`config.mk`:
```
export PLATFORM = sky130hd
export DESIGN_NAME = mbrtu_ctrl
export DESIGN_NICKNAME = d
export VERILOG_FILES = /design/src/rtl/mbrtu_pkg.sv /design/src/rtl/mbrtu_ctrl.sv
export SDC_FILE = /design/constraint.sdc
export NUM_CORES = 1
export LEC_CHECK = 0
export BUFFER_PORTS_ARGS = -buffer_cell sky130_fd_sc_hd__buf_2
export CAP_MARGIN = 20
export CORE_ASPECT_RATIO = 0.7
export CORE_MARGIN = 1
export CORE_UTILIZATION = 37
export DETAILED_ROUTE_END_ITERATION = 12
export PLACE_DENSITY = 0.74
export SETUP_SLACK_MARGIN = 0.3
export SLEW_MARGIN = 25
export SYNTH_ARGS = -nofsm -noshare
export SYNTH_HDL_FRONTEND = slang
export SYNTH_SLANG_ARGS = --single-unit
```
`constraint.sdc`:
```
create_clock -name clk_i -period 1.4 [get_ports clk_i]
set_input_delay 0.07 -clock clk_i [delete_from_list [all_inputs] [get_ports clk_i]]
set_output_delay 0.07 -clock clk_i [all_outputs]
set_load 0.01 [all_outputs]
```
`src/rtl/mbrtu_pkg.sv`:
```
// Shared types, constants and the CRC-16/MODBUS byte step for the
// read-holding-registers responder. No dependencies.
package mbrtu_pkg;

  localparam int TABLE_DEPTH = 256;
  localparam int TAB_AW      = $clog2(TABLE_DEPTH);
  localparam int CNT_W       = $clog2(TABLE_DEPTH + 1);
  localparam int STORE_DEPTH = 8;
  localparam int LEN_LIMIT   = 256;
  localparam int MAX_QTY     = 125;
  localparam logic [7:0]  FUNC_READ_HOLDING = 8'h03;
  localparam logic [15:0] CRC_INIT = 16'hFFFF;
  localparam logic [15:0] CRC_POLY = 16'hA001;

  // configuration register indexes
  localparam logic [1:0] CFG_DEV_ADDR = 2'd0;
  localparam logic [1:0] CFG_ENTRY_CNT = 2'd1;
  localparam logic [1:0] CFG_BUF_CAP = 2'd2;

  typedef enum logic [2:0] {
    ST_OK           = 3'd0,
    ST_ILLEGAL_FUNC = 3'd1,
    ST_BAD_ADDR     = 3'd2,
    ST_BAD_VALUE    = 3'd3,
    ST_DEV_FAIL     = 3'd4,
    ST_CRC          = 3'd5,
    ST_ADDR_MISMATCH = 3'd6
  } stat_e;

  typedef enum logic [1:0] {
    SRC_HDR,
    SRC_SH,
    SRC_CRCLO,
    SRC_CRCHI
  } src_e;

  // controller to datapath
  typedef struct packed {
    logic  tab_wr;
    logic  rx_byte;
    logic  chk;
    logic  srch_rd;
    logic  srch_lt;
    logic  srch_gt;
    logic  srch_hit;
    logic  walk_init;
    logic  crc_init;
    logic  push;
    src_e  src;
    logic  push_final;
    logic  sink_out;
    logic  rd_ix;
    logic  rd_next;
    logic  load_sh;
    logic  step_i;
    logic  err_vld;
    stat_e err_code;
  } cmd_t;

  // datapath to controller
  typedef struct packed {
    stat_e chk_err;
    logic  srch_open;
    logic  srch_eq;
    logic  srch_lt;
    stat_e range_err;
    logic  hdr_done;
    logic  i_done;
    logic  addr_ok;
    logic  is_short;
    logic  is_long;
    logic  last_pos;
    logic  next_ok;
    logic  sh_last;
  } sts_t;

  function automatic logic [15:0] crc_byte(input logic [15:0] c, input logic [7:0] b);
    logic [15:0] x;
    x = c ^ {8'h00, b};
    for (int k = 0; k < 8; k++) begin
      x = x[0] ? ((x >> 1) ^ CRC_POLY) : (x >> 1);
    end
    return x;
  endfunction

endpackage

```
`src/rtl/mbrtu_ctrl.sv`:
```
// Sequencer for the responder: frame check, table search, two-pass walk.
// Depends on mbrtu_pkg; drives mbrtu_dp through cmd_t and reads sts_t.
module mbrtu_ctrl (
  input  logic               clk_i,
  input  logic               rst_ni,
  input  logic               start_i,
  input  logic               command_i,
  input  logic               frame_last_i,
  input  mbrtu_pkg::sts_t    sts_i,
  output mbrtu_pkg::cmd_t    cmd_o,
  output logic               busy_o
);

  typedef enum logic [3:0] {
    S_IDLE, S_CHECK, S_SRD, S_SCMP, S_RANGE, S_HDR, S_WRD,
    S_WCHK, S_WCHK2, S_WBYT, S_TAIL, S_CRCHI
  } state_e;

  state_e state_q, state_d;
  logic   pass_q, pass_d;

  assign busy_o = (state_q != S_IDLE);

  // decode commands and next state
  always_comb begin
    cmd_o = '0;
    cmd_o.src = mbrtu_pkg::SRC_HDR;
    cmd_o.err_code = mbrtu_pkg::ST_OK;
    cmd_o.sink_out = pass_q;
    state_d = state_q;
    pass_d = pass_q;
    unique case (state_q)
      S_IDLE: begin
        if (start_i) begin
          if (command_i) begin
            cmd_o.tab_wr = 1'b1;
          end else begin
            cmd_o.rx_byte = 1'b1;
            if (frame_last_i) state_d = S_CHECK;
          end
        end
      end
      S_CHECK: begin
        cmd_o.chk = 1'b1;
        if (sts_i.chk_err != mbrtu_pkg::ST_OK) begin
          cmd_o.err_vld = 1'b1;
          cmd_o.err_code = sts_i.chk_err;
          state_d = S_IDLE;
        end else begin
          state_d = S_SRD;
        end
      end
      S_SRD: begin
        if (!sts_i.srch_open) begin
          cmd_o.err_vld = 1'b1;
          cmd_o.err_code = mbrtu_pkg::ST_BAD_ADDR;
          state_d = S_IDLE;
        end else begin
          cmd_o.srch_rd = 1'b1;
          state_d = S_SCMP;
        end
      end
      S_SCMP: begin
        if (sts_i.srch_eq) begin
          cmd_o.srch_hit = 1'b1;
          state_d = S_RANGE;
        end else begin
          cmd_o.srch_lt = sts_i.srch_lt;
          cmd_o.srch_gt = !sts_i.srch_lt;
          state_d = S_SRD;
        end
      end
      S_RANGE: begin
        if (sts_i.range_err != mbrtu_pkg::ST_OK) begin
          cmd_o.err_vld = 1'b1;
          cmd_o.err_code = sts_i.range_err;
          state_d = S_IDLE;
        end else begin
          cmd_o.walk_init = 1'b1;
          cmd_o.crc_init = 1'b1;
          pass_d = 1'b0;
          state_d = S_HDR;
        end
      end
      S_HDR: begin
        cmd_o.push = 1'b1;
        cmd_o.src = mbrtu_pkg::SRC_HDR;
        if (sts_i.hdr_done) state_d = S_WRD;
      end
      S_WRD: begin
        if (sts_i.i_done) begin
          state_d = S_TAIL;
        end else begin
          cmd_o.rd_ix = 1'b1;
          state_d = S_WCHK;
        end
      end
      S_WCHK: begin
        if (!sts_i.addr_ok) begin
          cmd_o.err_vld = 1'b1;
          cmd_o.err_code = mbrtu_pkg::ST_BAD_ADDR;
          state_d = S_IDLE;
        end else if (sts_i.is_short) begin
          cmd_o.load_sh = 1'b1;
          state_d = S_WBYT;
        end else if (sts_i.is_long) begin
          if (sts_i.last_pos) begin
            cmd_o.err_vld = 1'b1;
            cmd_o.err_code = mbrtu_pkg::ST_BAD_ADDR;
            state_d = S_IDLE;
          end else begin
            cmd_o.load_sh = 1'b1;
            cmd_o.rd_next = 1'b1;
            state_d = S_WCHK2;
          end
        end else begin
          cmd_o.err_vld = 1'b1;
          cmd_o.err_code = mbrtu_pkg::ST_BAD_VALUE;
          state_d = S_IDLE;
        end
      end
      S_WCHK2: begin
        if (!sts_i.next_ok) begin
          cmd_o.err_vld = 1'b1;
          cmd_o.err_code = mbrtu_pkg::ST_BAD_ADDR;
          state_d = S_IDLE;
        end else begin
          state_d = S_WBYT;
        end
      end
      S_WBYT: begin
        cmd_o.push = 1'b1;
        cmd_o.src = mbrtu_pkg::SRC_SH;
        if (sts_i.sh_last) begin
          cmd_o.step_i = 1'b1;
          state_d = S_WRD;
        end
      end
      S_TAIL: begin
        if (!pass_q) begin
          cmd_o.walk_init = 1'b1;
          pass_d = 1'b1;
          state_d = S_HDR;
        end else begin
          cmd_o.push = 1'b1;
          cmd_o.src = mbrtu_pkg::SRC_CRCLO;
          state_d = S_CRCHI;
        end
      end
      S_CRCHI: begin
        cmd_o.push = 1'b1;
        cmd_o.src = mbrtu_pkg::SRC_CRCHI;
        cmd_o.push_final = 1'b1;
        state_d = S_IDLE;
      end
      default: state_d = S_IDLE;
    endcase
  end

  // hold state
  always_ff @(posedge clk_i or negedge rst_ni) begin
    if (!rst_ni) begin
      state_q <= S_IDLE;
      pass_q <= 1'b0;
    end else begin
      state_q <= state_d;
      pass_q <= pass_d;
    end
  end

endmodule

```
# After elaboration in Yosys (flattened, before gate mapping)
# Index checks and enable logic that the tools add are counted.
# totals
register_bits	5
in_bits	22
memories	0
out_inout_bits	23
romBits	0
wordCells	82
latch_bits	0
ramBits	0
# op_classes
magnitude_cmp	0
n_mul	0
n_shift	0
muxes	55
n_bitwise	0
n_div	0
add_sub_neg	0
eq_ne	17
n_reduce_logical	8
# ops
operator	count
4-bit two-way mux	20
4-bit one-hot mux with 11 select lines	1
2-bit two-way mux	10
4-bit one-hot mux with 5 select lines	1
4-bit by 3-bit equality test with 1-bit output (second input constant)	4
4-bit equality test (second input constant)	4
1-bit two-way mux	16
3-bit two-way mux	4
2-bit != test (second input constant)	6
3-bit one-hot mux with 4 select lines	1
4-bit by 2-bit equality test with 1-bit output (second input constant)	2
3-bit nonzero test	2
5-bit AND reduction	1
4-bit by 1-bit equality test with 1-bit output (second input constant)	1
4-bit logical NOT	1
1-bit one-hot mux with 2 select lines	2
4-bit nonzero test	1
2-bit AND reduction	1
2-bit nonzero test	1
1-bit logical NOT	1

# Logic depth before layout (Yosys ltp)
# Gate-level depths: netlist (run 1).
# depth
depth_word	5
ltp_mapped	6
mapped_depth_nobuf	4

# Least setup slack after synthesis (run 1)
# No wires, ideal clock.
# synth_path
path_kind	reg-to-reg
from	reg state_q[3]
to	reg pass_q
synth_period_minus_slack_ns	1.491
path_slack_ns	-0.091
arrival_ns	1.367
setup_time_ns	0.124
n_path_buf	1
path_stages_with_launch	6
t_required_ns	1.276
path_cell_list	dfrtp_1 > buf_6 > or4b_4 > or2_4 > nand2_2 > o21ai_2
# synth_via
elab_chain_cells	3
elab_cells_between_ends	6
cone_classes	eq/ne: 3; mux: 1; reduce/logical: 2
# synth_lines
item	line	rtl
from (decl)	mbrtu_ctrl.sv:19	state_e state_q, state_d;
from (signal assigned)	mbrtu_ctrl.sv:166	state_q <= state_d;
4-bit by 3-bit equality test with 1-bit output or 4-bit equality test (tied branches)	mbrtu_ctrl.sv:32	unique case (state_q)
2-bit != test (no line) or 2-bit nonzero test (tied branches)	n/a	
2-bit AND reduction (no line)	n/a	
to (signal assigned)	mbrtu_ctrl.sv:167	pass_q <= pass_d;
to (decl)	mbrtu_ctrl.sv:20	logic pass_q, pass_d;
# Several ways; a longest one is shown, not always the timed one.
# A chain may end at the register's enable or synchronous reset.

==> key figures, run 1 <==
Timing
  – Worst-Margin Slew: 0.762 ns
  – Fin worst setup slack: -0.616 ns
  – Tcrit/Tclk final: 144%
  – Final min period: 2.02 ns
  – Skew final: 0.00326 ns
  – Slew HR: 48.6%
  – Fmax: 496 MHz
  – Hold slack: 0.239 ns
  – Final hold vios: 0
  – Fin. max-slew vios: 0
  – RSZ-0062 raised after global routing: true
  – Final setup viols: 27

Synthesis
  – Post-synthesis cell area: 701 µm²
  – Synth warnings: 0
  – Post-synth top flop: dfrtp_1
  – Area fraction of the dominant cell type after synthesis: 17.9%
  – Asr flop ratio synth: 100%
  – Commonest cells in the synthesized netlist: nor2_1 (9), a21oi_1 (6), o21ai_0 (6)
  – Syn_nets: 116
  – Syn Inst Count: 94
  – Most common cell in the netlist: nor2_1
  – Post-synth EDFFs: 0
  – FF+latch count, synth: 5
  – Syn_area_per_cell: 7.45 µm²
  – Synth unique cells: 39
  – Sequential area share after synthesis: 17.9%
  – Post-synth top area cell: dfrtp_1
  – Ranking of synthesized cells by area: dfrtp_1 (18%), buf_4 (5.4%), nor2_1 (4.8%)

Global route
  – Gr ovfl total: 0
  – M1 GR Usage: 38.6%
  – Most Crowded Layer GR: met2
  – Largest net degree at the start of global routing: 10
  – Met3 Track Usage GR: 5.16%
  – First-pass GRT wire length: 5.11 mm
  – Met2 Use GR: 67.0%
  – Vias in the first global route: 1,131
  – Initial antenna violation count: 0
  – GRT Total Usage: 35.9%

Power
  – Cell Int Power: 804 µW
  – Part of the power in the clock network: 13.4%
  – Sequential fraction of design power: 12.7%
  – Switching Fraction: 46.0%
  – PD cells: 909 mW/mm²
  – Worst VDD drop: 0.872 mV
  – Lkg Pwr: 0.000769 µW
  – Combinational Power Share: 73.9%
  – NetSw: 684 µW

CTS
  – CTS buffer count: 3
  – Worst-path clk slew: 0.06 ns
  – Num Clock Sinks: 5
  – Clock Tree Buf Depth: 2
  – Worst-Skew Late Latency: 0.26 ns
  – Clock root buffer: clkbuf_4
  – H-tree depth: 1
  – CTS tree: done

Finish
  – Diode count: 0
  – Area delta synth->final: 134%
  – Layout cells sized above 1: 75.3%
  – Nets: 205
  – Post-Layout Cell Count: 203
  – Util after Layout: 97.4%

Status
  – Failing checks: negative setup slack
  – Status: finished, violations left

Drt
  – Vias: 1,400
  – Pre-Repair DR Iteration Count: 7
  – Final WL: 5.04 mm
  – Remaining DRCs: 0
  – Drt via density: 6.90
  – 1st-iter DRT viols: 96
  – Routed WL per cell: 24.8 µm
  – Remaining antenna violation count: 0

Floorplanning
  – Core Box Area: 0.00168 mm²
  – Initial Utilization: 41.7%
  – Num ports: 45
  – Die area: 0.00207 mm²
  – Num rows: 12
  – Die W: 54.0 µm
  – Die span in y: 38.4 µm

Worst setup path
  – Critical path startpoint category: register
  – WS Path Type: register to output pin
  – Critical Path Max Stage Delay: 0.48 ns
  – Req. time, crit path: 1.33 ns
  – CP Data Arrival Time: 1.95 ns
  – Crit end category: output pin
  – Critical-path top delay cell: nor4b_1
  – CP delay by family, top: buffers and inverters
  – Critical Path, Cell by Cell: buf_4 > nand2_2 > buf_4 > nor4b_1 > buf_2
  – CP bufs+invs: 3
  – Most used cell along the critical path: buf_4
  – CP Max Fanout: 7

Flow run
  – MaxCap Viol Count: 0

Placement
  – Dpl ws: -0.0898 ns
  – Port Buf Inserts: 44
  – RePlAce Congestion: 0.921
  – Placed cell count: 175
  – HPWL Detailed: 2.01 mm

Worst hold path
  – Worst min path class: input port to async pin
[worst register-to-register path: cells and delay by family (launching register included)]
kind / cells / cell delay (ns)
AOI/OAI and AO/OA: 3 / 0.82
DFF: 1 / 0.44
buffers and inverters: 2 / 0.25
and+or+nand+nor: 1 / 0.19
[registers in the layout (all words and copies together) (netlist names)]
register,flops
pass_q,1
state_q,4
[what timing repair did]
| action | 4_1_cts | 5_1_grt |
|---|---|---|
| pin swaps | 8 | 8 |
| hold endpoints to repair | 5 | 0 |
| setup buffers | 12 | 11 |
| setup endpoints to repair | 27 | 27 |
| hold buffers | 1 | 0 |
| gates resized for setup | 29 | 36 |
[routing by layer]
layer  routed length, µm  vias up  share of wire [%]
met5                   0        -                  0
met4                 489        0                9.7
met3                 799       70                 16
met2                2200      203                 44
met1                1550      593                 31
li1                    -      534                  -
[final timing paths]
path | slack (ns) | endpoint | startpoint | cells past startpoint
worst min register to register | 0.75 | pass_q | pass_q | 3
worst max register to register | -0.36 | state_q[0] | state_q[3] | 6
max in group asynchronous | 1.00 | state_q[1] | rst_ni | 2
worst min-delay path | 0.24 | state_q[2] | rst_ni | 2
min in group clk_i | 0.26 | state_q[0] | sts_i[5] | 3
worst max-delay path | -0.62 | cmd_o[15] | state_q[0] | 5
[stage by stage]
| stage | setup TNS [ns] | total power, µW | instance area, µm² |
|---|---|---|---|
| floorplan | -0.130 | 549 | 777 |
| global placement | -0.200 | 811 | 1140 |
| detailed placement | -0.621 | 833 | 1140 |
| CTS | -4.80 | 1120 | 1400 |
| global route | -9.91 | 1510 | 1640 |
| finish | -8.90 | 1490 | 1640 |
[cell type report]
| type | instances | area (µm²) |
|---|---|---|
| Tap cell | 21 | 26.3 |
| Multi-Input combinational cell | 78 | 777 |
| Inverter | 5 | 21.3 |
| Timing Repair Buffer | 90 | 661 |
| Clock buffer | 4 | 26.3 |
| Sequential cell | 5 | 126 |
| Fill cell | 27 | 43.8 |
[layout by cell type (no fill, tap or decap), types with 4 or more instances in the layout]
cell | netlist | final
nor3_4 | 0 | 4
dfrtp_1 | 5 | 4
buf_4 | 5 | 32
buf_2 | 0 | 37
a21oi_1 | 6 | 4
buf_6 | 1 | 20
[power by group through the flow]
stage / Combinational [µW] / Clock (µW) / Sequential [µW]
CTS: 772 / 167 / 180
floorplan: 368 / 0 / 181
detailed placement: 649 / 0 / 184
finish: 1100 / 199 / 190
global placement: 630 / 0 / 181
global route: 1120 / 206 / 189
[cells by family after synthesis]
group | synth area share [%]
and+or+nand+nor | 42.7
AOI/OAI and AO/OA | 28.4
muxes | 1.43
buffers and inverters | 9.64
DFF | 17.9
Note: power is estimated with default switching activity, not from simulation.
==> run 2, diff against run 1 <==
- clock period: 1.4 -> 1.74 ns (I/O delays scaled with it)
==> key figures, run 2 (synthesized netlist as in run 1, its figures left out) <==
Power
  – Total power: 1140 µW
  – Worst VDD drop: 0.606 mV
  – PD cells: 716 mW/mm²
  – Lkg Pwr: 0.000747 µW

Drt
  – Vias: 1,252
  – Pre-Repair DR Iteration Count: 4
  – 1st-iter DRT viols: 51
  – Drt via density: 6.20
  – Final WL: 4.39 mm
  – Remaining DRCs: 0
  – Remaining antenna violation count: 0
  – Routed WL per cell: 21.7 µm

CTS
  – Num Clock Sinks: 5
  – Clock Tree Buf Depth: 2
  – Clock root buffer: clkbuf_4
  – CTS tree: done
  – Worst-Skew Late Latency: 0.30 ns
  – CTS buffer count: 3
  – Worst-path clk slew: 0.08 ns
  – H-tree depth: 1

Worst setup path
  – Critical Path, Cell by Cell: or4b_4 > or2_4 > o31ai_1 > buf_2
  – WS Path Type: register to output pin
  – CP Max Fanout: 5
  – Critical path startpoint category: register
  – CP delay by family, top: simple AND/OR/NAND/NOR gates
  – CP bufs+invs: 1
  – CP Data Arrival Time: 1.85 ns
  – Critical Path Max Stage Delay: 0.55 ns
  – Req. time, crit path: 1.65 ns
  – Critical-path top delay cell: or4b_4
  – Crit end category: output pin

Global route
  – Largest net degree at the start of global routing: 9
  – First-pass GRT wire length: 5.34 mm
  – Gr ovfl total: 0
  – GRT Total Usage: 38.4%
  – Vias in the first global route: 1,124
  – Initial antenna violation count: 0

Timing
  – Worst-Margin Slew: 0.670 ns
  – Final setup viols: 13
  – Final hold vios: 0
  – Slew HR: 54.8%
  – Sum Neg Setup Slack: -1.12 ns
  – Fin worst setup slack: -0.200 ns
  – RSZ-0062 raised after global routing: true
  – Fin. max-slew vios: 0
  – Fmax: 515 MHz
  – Tcrit/Tclk final: 112%
  – Final min period: 1.94 ns
  – Skew final: 0.0270 ns

Finish
  – Layout cells sized above 1: 75.1%
  – Diode count: 0
  – Most common cell after layout, fill and taps aside: buf_2
  – Biggest regs: state_q (4), pass_q (1)
  – Largest register by flop count: state_q
  – Area delta synth->final: 127%
  – Commonest cells after routing, fill and taps aside: buf_2 (41), buf_4 (28), buf_6 (16)
  – Util after Layout: 94.6%
  – Nets: 204
  – Final Instance Area: 0.00159 mm²
  – Number of flip-flops under the largest register name: 4

Floorplanning
  – Initial Utilization: 41.7%
  – Num rows: 12
  – Die area: 0.00207 mm²
  – Core Box Area: 0.00168 mm²
  – Die W: 54.0 µm
  – Die span in y: 38.4 µm
  – Num ports: 45

Placement
  – RePlAce Congestion: 0.882
  – HPWL Detailed: 1.80 mm
  – Port Buf Inserts: 44
  – Placed standard-cell area: 958 µm²

Status
  – Status: finished, violations left
  – Failing checks: negative setup slack

Flow run
  – MaxCap Viol Count: 0

Worst hold path
  – Worst min path class: input port to async pin
## run 2: cell count changes in the layout (fill, tap and decap cells not counted), sizes merged
cell,previous run,this run
clkbuf,4,3
buf,89,88
clkinv,0,1
## run 2: metrics by stage
stage	hold WS (ns)	instances	worst slack (ns)
global route	0.188	202	-0.336
CTS	0.174	191	-0.0424
detailed placement	-0.0913	161	0.0901
floorplan	-0.209	94	0.297
global placement	-0.0889	161	0.171
finish	0.174	202	-0.200
## run 2: what timing repair did
| action | CTS | global route |
|---|---|---|
| hold endpoints to repair | 5 | 0 |
| pin swaps | 17 | 7 |
| resized for setup | 60 | 17 |
| endpoints found under the setup margin | 25 | 27 |
| hold buffers | 1 | 0 |
| buffers inserted | 25 | 11 |
## run 2: area by class of cell
type                    instances  area, µm²
flip-flops and latches          5        130
fillers                        48       90.1
multi-input cells              78        736
repair buffers                 89        651
clock inverters                 1       5.00
clock buffers                   3       22.5
well taps                      21       26.3
inverters                       5       21.3
## run 2: path summary, 6_finish.rpt
check                            from         end  slack [ns]  depth (start not counted)
setup / recovery           state_q[0]   cmd_o[14]       -0.20                          4
hold / removal                 rst_ni  state_q[2]        0.17                          2
setup reg to reg           state_q[3]  state_q[0]       -0.11                          6
hold reg to reg                pass_q      pass_q        0.68                          2
max in group asynchronous      rst_ni      pass_q        1.39                          2
min in group clk_i           sts_i[5]  state_q[0]        0.19                          3
## run 2: routing by layer
metal / GRT usage [%] / wire length, µm
met5: 0 / 0
met4: 24.4 / 199
met3: 9.52 / 489
met2: 61.4 / 1900
met1: 45.8 / 1800
## run 2: where the power goes
group	switching, µW	leakage [µW]	total, µW	internal (µW)
clock network	93.2	0.0000177	178	85.3
registers	25.3	0.0000572	158	133
logic	395	0.000672	803	408
==> run 3, diff against run 2 <==
- ABC_AREA: unset -> 1
- CORE_ASPECT_RATIO: 0.7 -> unset
- CORE_UTILIZATION: 37 -> 36
- PLACE_DENSITY: 0.74 -> 0.75
==> key figures, run 3 <==
Synthesis
  – Commonest cells in the synthesized netlist: nand2_1 (38), nor2_1 (24), inv_1 (23)
  – Synth Area in Compound Gates: 10.4%
  – Ranking of synthesized cells by area: nand2_1 (22%), dfrtp_1 (20%), nor2_1 (14%)
  – Syn Inst Count: 125
  – Main combinational cell family by area after synthesis: simple AND/OR/NAND/NOR gates
  – Post-synthesis cell area: 639 µm²
  – Post-synth EDFFs: 0
  – Sequential area share after synthesis: 19.6%
  – Area fraction of the dominant cell type after synthesis: 22.3%
  – Syn_nets: 147
  – Adder-Cell Fraction of Synth Area: 0%
  – Syn_area_per_cell: 5.11 µm²
  – Post-synthesis mux area share: 0%
  – Synth Area in Simple Gates: 54.2%
  – Synth unique cells: 18
  – Most common cell in the netlist: nand2_1
  – Post-synth top flop: dfrtp_1
  – Asr flop ratio synth: 100%
  – Post-synth top area cell: nand2_1
  – FF+latch count, synth: 5
  – Post-Synth XOR/XNOR Area: 0%
  – Synth warnings: 0

Worst setup path
  – Critical path startpoint category: register
  – FF-to-FF Start: state_q[3]
  – Critical Path Source: state_q[1]
  – Critical Path, Cell by Cell: inv_2 > nor2_2 > nand3_2 > o21ai_1 > or2_2 > buf_2
  – Reg2reg end: state_q[0]
  – Worst R2R Path Depth: 8
  – Critical Path Max Stage Delay: 0.47 ns
  – CP bufs+invs: 2
  – Req. time, crit path: 1.65 ns
  – Crit path to: cmd_o[12]
  – CP Data Arrival Time: 1.47 ns
  – WS Path Type: register to output pin
  – Crit end category: output pin
  – CP delay by family, top: flip-flops
  – CP Max Fanout: 6
  – WP depth: 6
  – Critical-path top delay cell: dfrtp_2
  – Setup slack, reg-to-reg: 0.37 ns

Timing
  – Final setup viols: 0
  – Final min period: 1.56 ns
  – Fin worst setup slack: 0.182 ns
  – Skew final: 0.000687 ns
  – Slew HR: 78.5%
  – Tcrit/Tclk final: 89.6%
  – Worst-Margin Slew: 0.321 ns
  – RSZ-0062 raised after global routing: true
  – Final hold vios: 0
  – Fmax: 642 MHz
  – Fin. max-slew vios: 0
  – Sum Neg Setup Slack: 0 ns

CTS
  – H-tree depth: 1
  – Worst-Skew Late Latency: 0.24 ns
  – CTS buffer count: 3
  – Clock Tree Buf Depth: 2
  – Worst-path clk slew: 0.05 ns
  – Clock root buffer: clkbuf_4
  – Num Clock Sinks: 5
  – CTS tree: done

Floorplanning
  – Die span in y: 44.1 µm
  – Die area: 0.00195 mm²
  – Num rows: 14
  – Core Box Area: 0.00158 mm²
  – Initial Utilization: 40.6%
  – Num ports: 45
  – Die W: 44.1 µm

Drt
  – Remaining antenna violation count: 0
  – 1st-iter DRT viols: 47
  – Vias: 1,012
  – Final WL: 2.40 mm
  – Remaining DRCs: 0
  – Uppermost routed layer: met4
  – Pre-Repair DR Iteration Count: 6
  – Met3 WL: 190 µm
  – DRT met1 WL: 1.08 mm
  – Routed WL per cell: 12.2 µm
  – Drt via density: 5.14
  – Met2 Wirelength: 1.09 mm

Finish
  – Final Instance Area: 0.00107 mm²
  – Area delta synth->final: 67.9%
  – Most common cell after layout, fill and taps aside: buf_2
  – Number of flip-flops under the largest register name: 4
  – Layout cells sized above 1: 47.0%
  – Nets: 204
  – Largest register by flop count: state_q
  – Diode count: 0
  – Commonest cells after routing, fill and taps aside: buf_2 (43), nand2_1 (31), nor2_1 (18)
  – Biggest regs: state_q (4), pass_q (1)

Placement
  – HPWL Detailed: 1.69 mm
  – Port Buf Inserts: 44
  – RePlAce Congestion: 0.896
  – Dpl ws: 0.327 ns
  – Placed standard-cell area: 872 µm²

Power
  – PD cells: 618 mW/mm²
  – Sequential fraction of design power: 24.9%
  – Part of the power in the clock network: 20.7%
  – Lkg Pwr: 0.000674 µW
  – Cell Int Power: 358 µW
  – NetSw: 306 µW
  – Total power: 663 µW
  – Worst VDD drop: 0.561 mV
  – Combinational Power Share: 54.4%
  – Switching Fraction: 46.1%

Global route
  – First-pass GRT wire length: 3.11 mm
  – Gr ovfl total: 0
  – Initial antenna violation count: 0
  – GRT Total Usage: 21.0%
  – Vias in the first global route: 758
  – Largest net degree at the start of global routing: 7

Worst hold path
  – Worst min path class: input port to register

Status
  – Status: finished clean

Flow run
  – MaxCap Viol Count: 0
[run 3: changes by cell type after synthesis, moves of 3 or more]
cell	delta
nor3b_1	-4
inv_1	+18
or3_1	-3
nor2_1	+15
nor2b_1	-3
buf_4	-4
nand2_1	+33
nand3_1	+8
nand2b_1	-3
a21oi_1	-3
[run 3: kinds of logic after synthesis]
family | count (synthesis)
buf+inv | 26
simple gates | 83
flops | 5
compound gates | 11
[run 3: worst reg2reg max path, delay by kind of cell (launching register included)]
| kind | cells | cell delay, ns |
|---|---|---|
| simple gates | 3 | 0.23 |
| flops | 1 | 0.43 |
| buf+inv | 4 | 0.44 |
| compound gates | 1 | 0.16 |
[run 3: what timing repair did]
item,in CTS,in global routing
setup buffers,3,5
endpoints found under the setup margin,14,19
resized for setup,21,18
hold buffers,1,0
pin swaps,4,6
endpoints found under the hold margin,5,0
[run 3: through the flow]
step | std cells | hold WS [ns] | utilization, %
6_report | 197 | 0.158 | 68.1
2_1_floorplan | 125 | -0.209 | -
4_1_cts | 192 | 0.160 | 62.1
3_5_place_dp | 184 | -0.0969 | 55.3
5_1_grt | 197 | 0.163 | 68.1
3_3_place_gp | 184 | -0.0983 | 55.3
[run 3: metal layers]
metal,vias up,GRT usage [%]
met2,58,32.9
met4,0,5.45
li1,507,-
met5,-,0
met3,8,5.71
met1,439,28.6
[run 3: worst min path at each step]
stage	to	slack, ns	startpoint	cells after the start
after floorplan	pass_q	-0.21	rst_ni	0
after global placement	state_q[0]	-0.1	rst_ni	1
after detailed placement	state_q[2]	-0.1	rst_ni	1
after CTS	state_q[2]	0.16	sts_i[7]	3
after global routing	state_q[2]	0.16	sts_i[7]	3
final	state_q[2]	0.16	sts_i[7]	3
[run 3: power groups by stage]
stage               sequential, µW  combinational (µW)  clock [µW]
floorplan                      145                 190           0
global placement               149                 296           0
detailed placement             149                 298           0
CTS                            152                 314         133
global route                   167                 391         151
finish                         165                 361         137
[run 3: final cells by class]
cell class | count | area, µm²
clock buffers | 4 | 26.3
multi-input cells | 94 | 499
flip-flops and latches | 5 | 130
inverters | 25 | 101
repair buffers | 53 | 297
well taps | 16 | 20.0
fillers | 136 | 503
